`config.mk`:
```
export PLATFORM = sky130hd
export DESIGN_NAME = base64_stream_decoder_unit
export DESIGN_NICKNAME = d
export VERILOG_FILES = /design/src/b64d_pkg.sv /design/src/b64d_front.sv /design/src/b64d_fifo.sv /design/src/b64d_back.sv /design/src/base64_stream_decoder_unit.sv
export SDC_FILE = /design/constraint.sdc
export NUM_CORES = 1
export LEC_CHECK = 0
export BUFFER_PORTS_ARGS = -buffer_cell sky130_fd_sc_hd__clkbuf_2
export CAP_MARGIN = 15
export CORE_MARGIN = 2
export CORE_UTILIZATION = 40
export CTS_CLUSTER_SIZE = 10
export DETAILED_ROUTE_END_ITERATION = 12
export PLACE_DENSITY = 0.59
export SYNTH_ARGS = -nofsm -noshare
export SYNTH_HDL_FRONTEND = slang
export SYNTH_SLANG_ARGS = --single-unit
export TNS_END_PERCENT = 50
```
`constraint.sdc`:
```
create_clock -name clk -period 4.8 [get_ports clk]
set_clock_uncertainty 0.2 [all_clocks]
set_input_delay 0.48 -clock clk [delete_from_list [all_inputs] [get_ports clk]]
set_output_delay 0.48 -clock clk [all_outputs]
set_load 0.005 [all_outputs]
```
`src/b64d_pkg.sv`:
```
// b64d_pkg: shared types, the alphabet lookup and the byte packing helpers
// for the base64 stream decoder; depends on nothing
`timescale 1ns / 1ps

package b64d_pkg;

  typedef logic [5:0] sextet_t;

  typedef struct packed {
    logic    ok;
    sextet_t val;
  } lookup_t;

  // one unit of work for the back end: one to three results
  typedef struct packed {
    logic [2:0][7:0] data;
    logic [1:0]      cnt;
    logic            has_bytes;
    logic            msg_end;
  } job_t;

  typedef struct packed {
    logic full;
    logic empty;
  } q_stat_t;

  localparam logic [7:0] PadChar = 8'h3d;

  function automatic lookup_t sextet_of(input logic [7:0] c);
    lookup_t r;
    r.ok  = 1'b1;
    r.val = '0;
    if (c >= 8'h41 && c <= 8'h5a) begin
      r.val = sextet_t'(c - 8'h41);
    end else if (c >= 8'h61 && c <= 8'h7a) begin
      r.val = sextet_t'(c - 8'h61 + 8'd26);
    end else if (c >= 8'h30 && c <= 8'h39) begin
      r.val = sextet_t'(c - 8'h30 + 8'd52);
    end else if (c == 8'h2b) begin
      r.val = 6'd62;
    end else if (c == 8'h2f) begin
      r.val = 6'd63;
    end else begin
      r.ok = 1'b0;
    end
    return r;
  endfunction

  function automatic logic [7:0] pack0(input sextet_t a, input sextet_t b);
    return {a, b[5:4]};
  endfunction

  function automatic logic [7:0] pack1(input sextet_t b, input sextet_t d);
    return {b[3:0], d[5:2]};
  endfunction

  function automatic logic [7:0] pack2(input sextet_t d, input sextet_t e);
    return {d[1:0], e};
  endfunction

endpackage

```
`src/b64d_front.sv`:
```
// b64d_front: takes characters, keeps the group state and builds jobs
// depends on b64d_pkg
`timescale 1ns / 1ps

module b64d_front
  import b64d_pkg::*;
(
  input  logic       clk,
  input  logic       rst_n,
  input  logic       in_push,
  input  logic [7:0] in_char,
  input  logic       in_last_char,
  input  q_stat_t    q_stat,
  output logic       job_push,
  output job_t       job
);

  logic [1:0]         group_count_r, group_count_nxt;
  sextet_t [2:0]      held_r, held_nxt;
  logic               stopped_r, stopped_nxt;

  lookup_t            lk;
  logic               accept;
  logic               take;
  logic               full_group;
  sextet_t [2:0]      held_w;
  logic [1:0]         gc_w;

  assign accept = in_push && !q_stat.full;
  assign lk     = sextet_of(in_char);
  assign take   = !stopped_r && lk.ok;
  assign full_group = take && (group_count_r == 2'd3);

  always_comb begin
    held_w = held_r;
    gc_w   = group_count_r;
    if (take && !full_group) begin
      held_w[group_count_r] = lk.val;
      gc_w = group_count_r + 2'd1;
    end else if (full_group) begin
      gc_w = 2'd0;
    end
  end

  always_comb begin
    job.data      = '0;
    job.cnt       = 2'd0;
    job.has_bytes = 1'b1;
    job.msg_end   = in_last_char;
    if (full_group) begin
      job.data[0] = pack0(held_r[0], held_r[1]);
      job.data[1] = pack1(held_r[1], held_r[2]);
      job.data[2] = pack2(held_r[2], lk.val);
      job.cnt     = 2'd3;
    end else if (in_last_char) begin
      job.data[0] = pack0(held_w[0], held_w[1]);
      job.data[1] = pack1(held_w[1], held_w[2]);
      if (gc_w == 2'd3) begin
        job.cnt = 2'd2;
      end else begin
        job.cnt = 2'd1;
        // flush with fewer than two values: bare end marker
        if (gc_w != 2'd2) begin
          job.data      = '0;
          job.has_bytes = 1'b0;
        end
      end
    end
  end

  assign job_push = accept && (job.cnt != 2'd0);

  always_comb begin
    group_count_nxt = group_count_r;
    held_nxt        = held_r;
    stopped_nxt     = stopped_r;
    if (accept) begin
      if (in_last_char) begin
        group_count_nxt = 2'd0;
        held_nxt        = '0;
        stopped_nxt     = 1'b0;
      end else begin
        group_count_nxt = gc_w;
        held_nxt        = held_w;
        // pad or foreign character stops the message
        if (!stopped_r && !lk.ok) begin
          stopped_nxt = 1'b1;
        end
      end
    end
  end

  always_ff @(posedge clk) begin
    if (!rst_n) begin
      group_count_r <= 2'd0;
      held_r        <= '0;
      stopped_r     <= 1'b0;
    end else begin
      group_count_r <= group_count_nxt;
      held_r        <= held_nxt;
      stopped_r     <= stopped_nxt;
    end
  end

endmodule

```
`src/b64d_fifo.sv`:
```
// b64d_fifo: short job queue between the front and the back end
// depends on b64d_pkg
`timescale 1ns / 1ps

module b64d_fifo
  import b64d_pkg::*;
#(
  parameter int DEPTH = 4
) (
  input  logic    clk,
  input  logic    rst_n,
  input  logic    wr_en,
  input  job_t    wr_data,
  input  logic    rd_en,
  output job_t    rd_data,
  output q_stat_t stat
);

  localparam int AW = (DEPTH > 1) ? $clog2(DEPTH) : 1;
  localparam int CW = $clog2(DEPTH + 1);

  job_t           mem_r [DEPTH];
  logic [AW-1:0]  wr_ptr_r, wr_ptr_nxt;
  logic [AW-1:0]  rd_ptr_r, rd_ptr_nxt;
  logic [CW-1:0]  count_r, count_nxt;
  logic           do_wr, do_rd;

  assign stat.full  = (count_r == CW'(DEPTH));
  assign stat.empty = (count_r == '0);
  assign do_wr      = wr_en && !stat.full;
  assign do_rd      = rd_en && !stat.empty;
  assign rd_data    = mem_r[rd_ptr_r];

  always_comb begin
    wr_ptr_nxt = wr_ptr_r;
    rd_ptr_nxt = rd_ptr_r;
    count_nxt  = count_r;
    if (do_wr) begin
      wr_ptr_nxt = (wr_ptr_r == AW'(DEPTH - 1)) ? '0 : wr_ptr_r + AW'(1);
    end
    if (do_rd) begin
      rd_ptr_nxt = (rd_ptr_r == AW'(DEPTH - 1)) ? '0 : rd_ptr_r + AW'(1);
    end
    if (do_wr && !do_rd) begin
      count_nxt = count_r + CW'(1);
    end else if (do_rd && !do_wr) begin
      count_nxt = count_r - CW'(1);
    end
  end

  always_ff @(posedge clk) begin
    if (do_wr) begin
      mem_r[wr_ptr_r] <= wr_data;
    end
  end

  always_ff @(posedge clk) begin
    if (!rst_n) begin
      wr_ptr_r <= '0;
      rd_ptr_r <= '0;
      count_r  <= '0;
    end else begin
      wr_ptr_r <= wr_ptr_nxt;
      rd_ptr_r <= rd_ptr_nxt;
      count_r  <= count_nxt;
    end
  end

endmodule

```
`src/b64d_back.sv`:
```
// b64d_back: unpacks jobs into single result transfers from an output register
// depends on b64d_pkg
`timescale 1ns / 1ps

module b64d_back
  import b64d_pkg::*;
(
  input  logic       clk,
  input  logic       rst_n,
  input  q_stat_t    q_stat,
  input  job_t       q_data,
  output logic       q_pop,
  output logic       out_empty,
  input  logic       out_pop,
  output logic [7:0] out_byte,
  output logic       out_byte_valid,
  output logic       out_message_end
);

  job_t       job_r, job_nxt;
  logic [1:0] idx_r, idx_nxt;
  logic       busy_r, busy_nxt;
  logic       last_of_job;
  logic       xfer;

  assign last_of_job = (idx_r == job_r.cnt - 2'd1);
  assign xfer        = out_pop && busy_r;
  assign q_pop       = (!busy_r || (xfer && last_of_job)) && !q_stat.empty;

  assign out_empty       = !busy_r;
  assign out_byte        = job_r.data[idx_r];
  assign out_byte_valid  = job_r.has_bytes;
  assign out_message_end = job_r.msg_end && last_of_job;

  always_comb begin
    job_nxt  = job_r;
    idx_nxt  = idx_r;
    busy_nxt = busy_r;
    if (q_pop) begin
      job_nxt  = q_data;
      idx_nxt  = 2'd0;
      busy_nxt = 1'b1;
    end else if (xfer && last_of_job) begin
      busy_nxt = 1'b0;
    end else if (xfer) begin
      idx_nxt = idx_r + 2'd1;
    end
  end

  always_ff @(posedge clk) begin
    job_r <= job_nxt;
  end

  always_ff @(posedge clk) begin
    if (!rst_n) begin
      idx_r  <= 2'd0;
      busy_r <= 1'b0;
    end else begin
      idx_r  <= idx_nxt;
      busy_r <= busy_nxt;
    end
  end

endmodule

```
`src/base64_stream_decoder_unit.sv`:
```
// base64_stream_decoder_unit: top level, front end, job queue and back end
// depends on b64d_pkg, b64d_front, b64d_fifo, b64d_back
//
//   channel  | handshake            | payload
//   ---------+----------------------+------------------------------------------
//   input    | in_push / in_full    | in_char, in_last_char
//   result   | out_pop / out_empty  | out_byte, out_byte_valid, out_message_end
//
// one character is taken every cycle while the job queue has room
// the back end hands out one result per cycle while out_pop is high
// a result shows once its job has passed the queue into the back end register
// synchronous reset empties the queue and clears the group state
// a stalled result side fills the queue of JOB_DEPTH jobs, then in_full rises
`timescale 1ns / 1ps

module base64_stream_decoder_unit
  import b64d_pkg::*;
#(
  parameter int JOB_DEPTH = 4
) (
  input  logic       clk,
  input  logic       rst_n,
  input  logic       in_push,
  output logic       in_full,
  input  logic [7:0] in_char,
  input  logic       in_last_char,
  output logic       out_empty,
  input  logic       out_pop,
  output logic [7:0] out_byte,
  output logic       out_byte_valid,
  output logic       out_message_end
);

  q_stat_t q_stat;
  job_t    job_in, job_out;
  logic    job_push, job_pop;

  assign in_full = q_stat.full;

  b64d_front u_front (
    .clk          (clk),
    .rst_n        (rst_n),
    .in_push      (in_push),
    .in_char      (in_char),
    .in_last_char (in_last_char),
    .q_stat       (q_stat),
    .job_push     (job_push),
    .job          (job_in)
  );

  b64d_fifo #(
    .DEPTH (JOB_DEPTH)
  ) u_fifo (
    .clk     (clk),
    .rst_n   (rst_n),
    .wr_en   (job_push),
    .wr_data (job_in),
    .rd_en   (job_pop),
    .rd_data (job_out),
    .stat    (q_stat)
  );

  b64d_back u_back (
    .clk             (clk),
    .rst_n           (rst_n),
    .q_stat          (q_stat),
    .q_data          (job_out),
    .q_pop           (job_pop),
    .out_empty       (out_empty),
    .out_pop         (out_pop),
    .out_byte        (out_byte),
    .out_byte_valid  (out_byte_valid),
    .out_message_end (out_message_end)
  );

endmodule

```
After elaboration in Yosys (flattened, before gate mapping)
Memory sizes are Yosys's and may differ from the RTL's. A register that Yosys moved wholly into a read port is not among the register bits.
Cells that the tools add are included.
Widths: inputs -> output; s select.
- bits of input ports: 13
- bits in registers: 31
- bits in latches: 0
- bits in writable memories: 112
- bits in read-only memories: 0
- memories kept: 1
- add/subtract/negate cells: 12
- equality and inequality tests: 9
- divide/modulo/power cells: 0
- order comparisons: 9
- muxes and demuxes: 38
- shift operators: 0
- reductions and logical operators: 37
- bitwise gates (word level): 2
- multiply operators: 0
- memory list (name ; depth ; bits a word ; rd ports ; clocked after Yosys merged registers in ; wr ports ; line ; source):
    u_fifo.mem_r ; 4 ; 28 ; 1 ; 1 ; 1 ; b64d_fifo.sv:22 ; job_t mem_r [DEPTH];
- operators by type and width (kind ; count):
    $mux 18 ; 2
    $mux 6 ; 6
    $mux 27 ; 1
    $mux 26 ; 1
    $mux 24 ; 1
    $bwmux 18 ; 1
    $logic_and 1x1->1 ; 18
    $bmux 8 s2 ; 1
    $eq 8x6->1 const B ; 2
    $ge 8x7->1 const B ; 2
    $le 8x7->1 const B ; 2
    $mux 16 ; 1
    $mux 1 ; 14
    $demux 6 s2 ; 1
    $mux 2 ; 6
    $sub 6x6->6 const B ; 2
    $reduce_bool 2->1 ; 5
    $add 2x1->2 const B ; 4
    $eq 2x2->1 const B ; 4
    $ge 8x6->1 const B ; 1
    $le 8x6->1 const B ; 1
    $logic_not 1->1 ; 8
    $mux 8 ; 1
    $add 6x5->6 const B ; 1
    16 further kinds ; 21

Depth between registers and ports, before layout
- depth after elaboration: 23
- gate-level depth with buffers: 16
- depth with buffers taken out: 13

Hierarchy
From an unflattened synthesis, not the netlist that was laid out.
- cells, all modules: 483
- area, all modules: 7593.5 µm²
- by module, submodules not included (module ; cells each ; area each (µm²) ; times used):
    b64d_fifo ; 197 ; 4570.6 ; 1
    b64d_front ; 204 ; 1762.9 ; 1
    b64d_back ; 82 ; 1260.0 ; 1

Worst setup path after synthesis
No wires, ideal clock.
- path type: input -> register
- start point: in in_char[2]
- end point: reg u_fifo.count_r[2]
- data arrival time: 3.406 ns
- setup slack: 1.118 ns
- required time: 4.524 ns
- cell stages on the path: 15
- cell sequence: buf_6 inv_1 ha_1 nand2_1 a221o_1 or2_4 a211oi_2 o21a_1 buf_2 ha_1 inv_1 fa_1 xor2_1 or3_1 a21boi_0
- word-level cells in the longest chain between the ends: 21
- ends and longest elaborated chain (element ; line ; source):
    start: declaration ; base64_stream_decoder_unit.sv:25 ; input logic [7:0] in_char,
    parallel branches: the longest is 5 deep, another holds $ge 8x6->1 ; - ;
    $mux 1 * ; b64d_pkg.sv:33 ; if (c >= 8'h41 && c <= 8'h5a) begin
    $logic_and 1x1->1 * ; b64d_front.sv:31 ; assign take = !stopped_r && lk.ok;
    $logic_and 1x1->1 ; b64d_front.sv:32 ; assign full_group = take && (group_count_r == 2'd3);
    $logic_not 1->1 ; b64d_front.sv:37 ; if (take && !full_group) begin
    $logic_and 1x1->1 ; b64d_front.sv:37 ;
    $mux 2 ; b64d_front.sv:37 ;
    $eq 2x2->1 ; b64d_front.sv:58 ; if (gc_w == 2'd3) begin
    [2 not listed] ; - ;
    $mux 26 * ; b64d_front.sv:50 ; if (full_group) begin
    $reduce_bool 2->1 * ; b64d_front.sv:71 ; assign job_push = accept && (job.cnt != 2'd0);
    $logic_and 1x1->1 * ; b64d_front.sv:71 ;
    $logic_and 1x1->1 * ; b64d_fifo.sv:30 ; assign do_wr = wr_en && !stat.full;
    net u_fifo.do_wr ; b64d_fifo.sv:26 ; logic do_wr, do_rd;
    $logic_not 1->1 ; b64d_fifo.sv:46 ; end else if (do_rd && !do_wr) begin
    $logic_and 1x1->1 ; b64d_fifo.sv:46 ;
    $reduce_bool 2->1 (no line) ; - ;
    end signal: assignment ; b64d_fifo.sv:65 ; count_r <= count_nxt;
    end: declaration ; b64d_fifo.sv:25 ; logic [CW-1:0] count_r, count_nxt;
Mark *: on every way through the listed nets, which the timed path passes.
A chain may end at the register's enable or synchronous reset.

Worst setup path in the final report
- start point: in in_char[2]
- end point: reg u_fifo.count_r[2]
- word-level cells in the longest chain between the ends: 21
- ends and longest elaborated chain (element ; line ; source):
    parallel branches: the longest is 5 deep, another holds $ge 8x6->1 ; - ;
    $mux 1 * ; b64d_pkg.sv:33 ;
    $logic_and 1x1->1 * ; b64d_front.sv:31 ;
    $logic_and 1x1->1 ; b64d_front.sv:32 ;
    $logic_not 1->1 ; b64d_front.sv:37 ;
    $logic_and 1x1->1 ; b64d_front.sv:37 ;
    $mux 2 ; b64d_front.sv:37 ;
    $eq 2x2->1 ; b64d_front.sv:58 ;
    $mux 2 ; b64d_front.sv:58 ;
    $mux 27 ; b64d_front.sv:55 ; end else if (in_last_char) begin
    $mux 26 * ; b64d_front.sv:50 ;
    $reduce_bool 2->1 * ; b64d_front.sv:71 ;
    $logic_and 1x1->1 * ; b64d_front.sv:71 ;
    $logic_and 1x1->1 * ; b64d_fifo.sv:30 ;
    $logic_not 1->1 ; b64d_fifo.sv:46 ;
    $logic_and 1x1->1 ; b64d_fifo.sv:46 ;
    $reduce_bool 2->1 (no line) ; - ;
Every way passes the cells marked *.

==> impl_metrics.json <==
{
  "syn_nets": 506,
  "path_buf_inv": 3,
  "fin_area_um2": 8349,
  "wl_per_cell_um": 18.90,
  "clock-sinks": 171,
  "insertedDiodeCount": 0,
  "syn-cell-area_um2": 7388,
  "cap_viol_max_count": 0,
  "hold_path.class": "in -> reg",
  "seq_area_frac_synth_pct": 65.30,
  "ctsResizeCount": 0,
  "dr.pass1.iters": 5,
  "grt_use_total_pct": 15.44,
  "post_cts_buffers": 0,
  "drive_gt1_share_pct": 21.07,
  "synthTopCellsByArea": "edfxtp_1 (57%), mux4_2 (8.5%), dfxtp_1 (8.4%), ha_1 (3.0%), a22o_1 (2.1%)",
  "worstPathRequired_ns": 4.95,
  "vias": 4095,
  "critPathMaxFanout": 10,
  "final_nets": 541,
  "vdd.ir_drop.worst_mv": 0.2329,
  "die-width_um": 139.9,
  "relSlewSlack_pct": 33.83,
  "synth_warnings": 0,
  "tns_ns": 0,
  "rsz0062_at_grt": "no",
  "syn2layout_area_growth_pct": 13.01,
  "async_flop_share_pct": 0,
  "holdBufCountCts": 0,
  "dpl.hpwl_um": 9142,
  "fillers": 1585,
  "cts_root_buffer": "clkbuf_16",
  "overflow": 0,
  "crit_slowest_cell": "or3_1",
  "holdWs_ns": 0.2065,
  "arrival_ns": 4.02,
  "path_depth": 14,
  "period_share_pct": 80.77,
  "grt_pass1_wl_um": 22960,
  "path_class": "in -> reg",
  "max_freq_mhz": 257.9,
  "reg2reg_depth": 10,
  "synth-seq-cells": 171,
  "layout.area.seq_um2": 4827,
  "gp_congestion": 0.8785,
  "clk_pin_slew_ns": 0.07,
  "core_um2": 18020,
  "synth_edf_count": 140,
  "status": "finished, final reports clean",
  "finish.utilization_pct": 46.32,
  "worst_path_largest_cell_delay_ns": 0.56,
  "ant_nets": 0,
  "initial_core_util_pct": 40.99,
  "final_cells": 751,
  "cp_cell_sequence": "clkbuf_2 -> inv_1 -> ha_1 -> a21oi_1 -> a311oi_1 -> or3_1 -> a211oi_2 -> o21a_1 -> ha_1 -> inv_1 -> fa_1 -> xor2_1 -> or3_1 -> a21boi_0",
  "finalSetupViolations": 0,
  "setup.worst_path.start_class": "input port",
  "dpl_cell_area_um2": 7775,
  "grt_max_degree": 32,
  "clockBufferDepth": 2,
  "die-height_um": 139.9,
  "hold_viol": 0,
  "syn_inst": 474,
  "power_density_nw_per_um2": 485.3,
  "cts_tree": "built",
  "clk-insertion-delay-late_ns": 0.42,
  "drt-total-wl_um": 14200,
  "setup.worst_path.end_class": "flip-flop",
  "worst_slew_pin_slew_ns": 0.9822,
  "drc": 0,
  "yosysUniqueCellTypes": 60,
  "avgSynthCellArea_um2": 15.59,
  "vias_per_cell": 5.453,
  "cts_buffers": 17,
  "slew_violations": 0,
  "ios": 25,
  "drt_iter0_drc": 284,
  "power_leakage_nw": 2.870,
  "yosysTopAreaCell": "edfxtp_1",
  "antenna_found_initial": 0,
  "grt_pass1_vias": 4117,
  "dieArea_um2": 19570,
  "dp_cells": 719,
  "synth_flop_cell": "edfxtp_1",
  "critPathTopFamily": "compound AO/OA/AOI/OAI gates",
  "min_delay_path_depth": 1,
  "htreeDepth": 4,
  "synthDominantCellAreaShare_pct": 56.90,
  "multi_input_area_um2": 2410,
  "port_buffers": 24,
  "fin_crit_ns": 3.877,
  "rows": 49
}
-- registers in the layout (all words and copies together) (netlist names), 2 cells and up --
| signal | count |
|---|---|
| u_fifo.mem_r | 112 |
| u_back.job_r | 27 |
| u_front.held_r | 18 |
| u_fifo.count_r | 3 |
| u_back.idx_r | 2 |
| u_fifo.rd_ptr_r | 2 |
| u_fifo.wr_ptr_r | 2 |
| u_front.group_count_r | 2 |
-- cell usage in the layout (no fill, tap or decap), types with 4 or more instances in the layout --
cell type and count:
edfxtp_1 140, nand2_1 32, dfxtp_1 29, mux4_2 28, nor2_1 24, clkbuf_2 24
o21ai_0 20, a22o_1 18, ha_1 18, clkbuf_16 17, inv_1 16, mux2i_1 15
o2bb2ai_1 14, and2_1 12, buf_4 9, nor2b_1 8, a21oi_1 6, xnor2_1 6
nor3_1 6, or3_1 5, nor4_1 5, nand2b_1 4, nand3_1 4, clkbuf_8 4
-- metal layers --
layer | share of wire (%) | wire (um) | track usage (%) | vias up
met5 | 0 | 0 | 0 | -
met4 | 1.1 | 151 | 5.263 | 0
met3 | 3.7 | 527 | 3.043 | 12
met2 | 49 | 6918 | 25.47 | 104
met1 | 46 | 6599 | 20.62 | 2067
li1 | - | - | - | 1912
-- cell type report --
class,instances,area share [%]
Timing Repair Buffer,33,2.248
Tap cell,229,3.432
Multi-Input combinational cell,269,28.86
Inverter,17,0.7643
Clock inverter,9,1.034
Sequential cell,171,57.82
Clock buffer,23,5.844
-- report_power, final --
part | switching (mW) | internal, mW
combinational | 0.412 | 0.370
clock | 0.542 | 0.770
sequential | 0.102 | 1.85
-- cells by family after synthesis --
family	Yosys count	synth area share [%]
DFF	171	65.30
and+or+nand+nor	110	7.418
AOI/OAI and AO/OA	88	10.14
muxes	44	10.75
buffers and inverters	34	2.117
adders and majority gates	19	3.319
xor gates and xnor gates	8	0.9484
-- per-stage QoR --
| stage | total power, mW | setup WS [ns] |
|---|---|---|
| floorplan | 2.537 | 1.118 |
| global placement | 2.774 | 0.6734 |
| detailed placement | 2.799 | 0.5198 |
| CTS | 4.102 | 0.9566 |
| global route | 4.245 | 0.6125 |
| finish | 4.052 | 0.9230 |
-- final timing paths --
check	start	to	slack (ns)
setup / recovery	in_char[2]	u_fifo.count_r[2]	0.92
hold / removal	in_last_char	u_fifo.mem_r[1][0]	0.21
hold reg to reg	u_front.held_r[3]	u_front.held_r[3]	0.26
setup reg to reg	u_front.group_count_r[1]	u_fifo.count_r[2]	1.44
-- cells in the mapped netlist, types with 2 or more instances --
| cell | number |
|---|---|
| o32ai_1 | 2 |
| clkbuf_1 | 9 |
| nor3_1 | 6 |
| nand2_1 | 32 |
| nor2b_1 | 8 |
| or3_1 | 5 |
| o2bb2ai_1 | 14 |
| mux2i_1 | 15 |
| mux4_2 | 28 |
| a31oi_1 | 2 |
| nor2_1 | 25 |
| edfxtp_1 | 140 |
| nor4_1 | 5 |
| a21boi_0 | 3 |
| xnor2_1 | 6 |
| a31oi_4 | 3 |
| ha_1 | 18 |
| a2bb2o_2 | 2 |
| nand3_1 | 4 |
| xor2_1 | 2 |
| inv_1 | 16 |
| nand2b_1 | 4 |
| a22o_1 | 18 |
| a21oi_1 | 6 |
| and2_1 | 12 |
| buf_1 | 4 |
| dfxtp_1 | 31 |
| o21ai_1 | 2 |
| nor3b_1 | 2 |
| o21ai_0 | 20 |
-- worst register-to-register path, delay by kind of cell (launching register included) --
kind	cells	cell delay (ns)
AOI/OAI and AO/OA	3	0.87
xor gates and xnor gates	1	0.17
adders and majority gates	3	1.06
buffers and inverters	2	0.26
DFF	1	0.44
and+or+nand+nor	1	0.29
No activity file was read; power rests on OpenSTA's default activity.
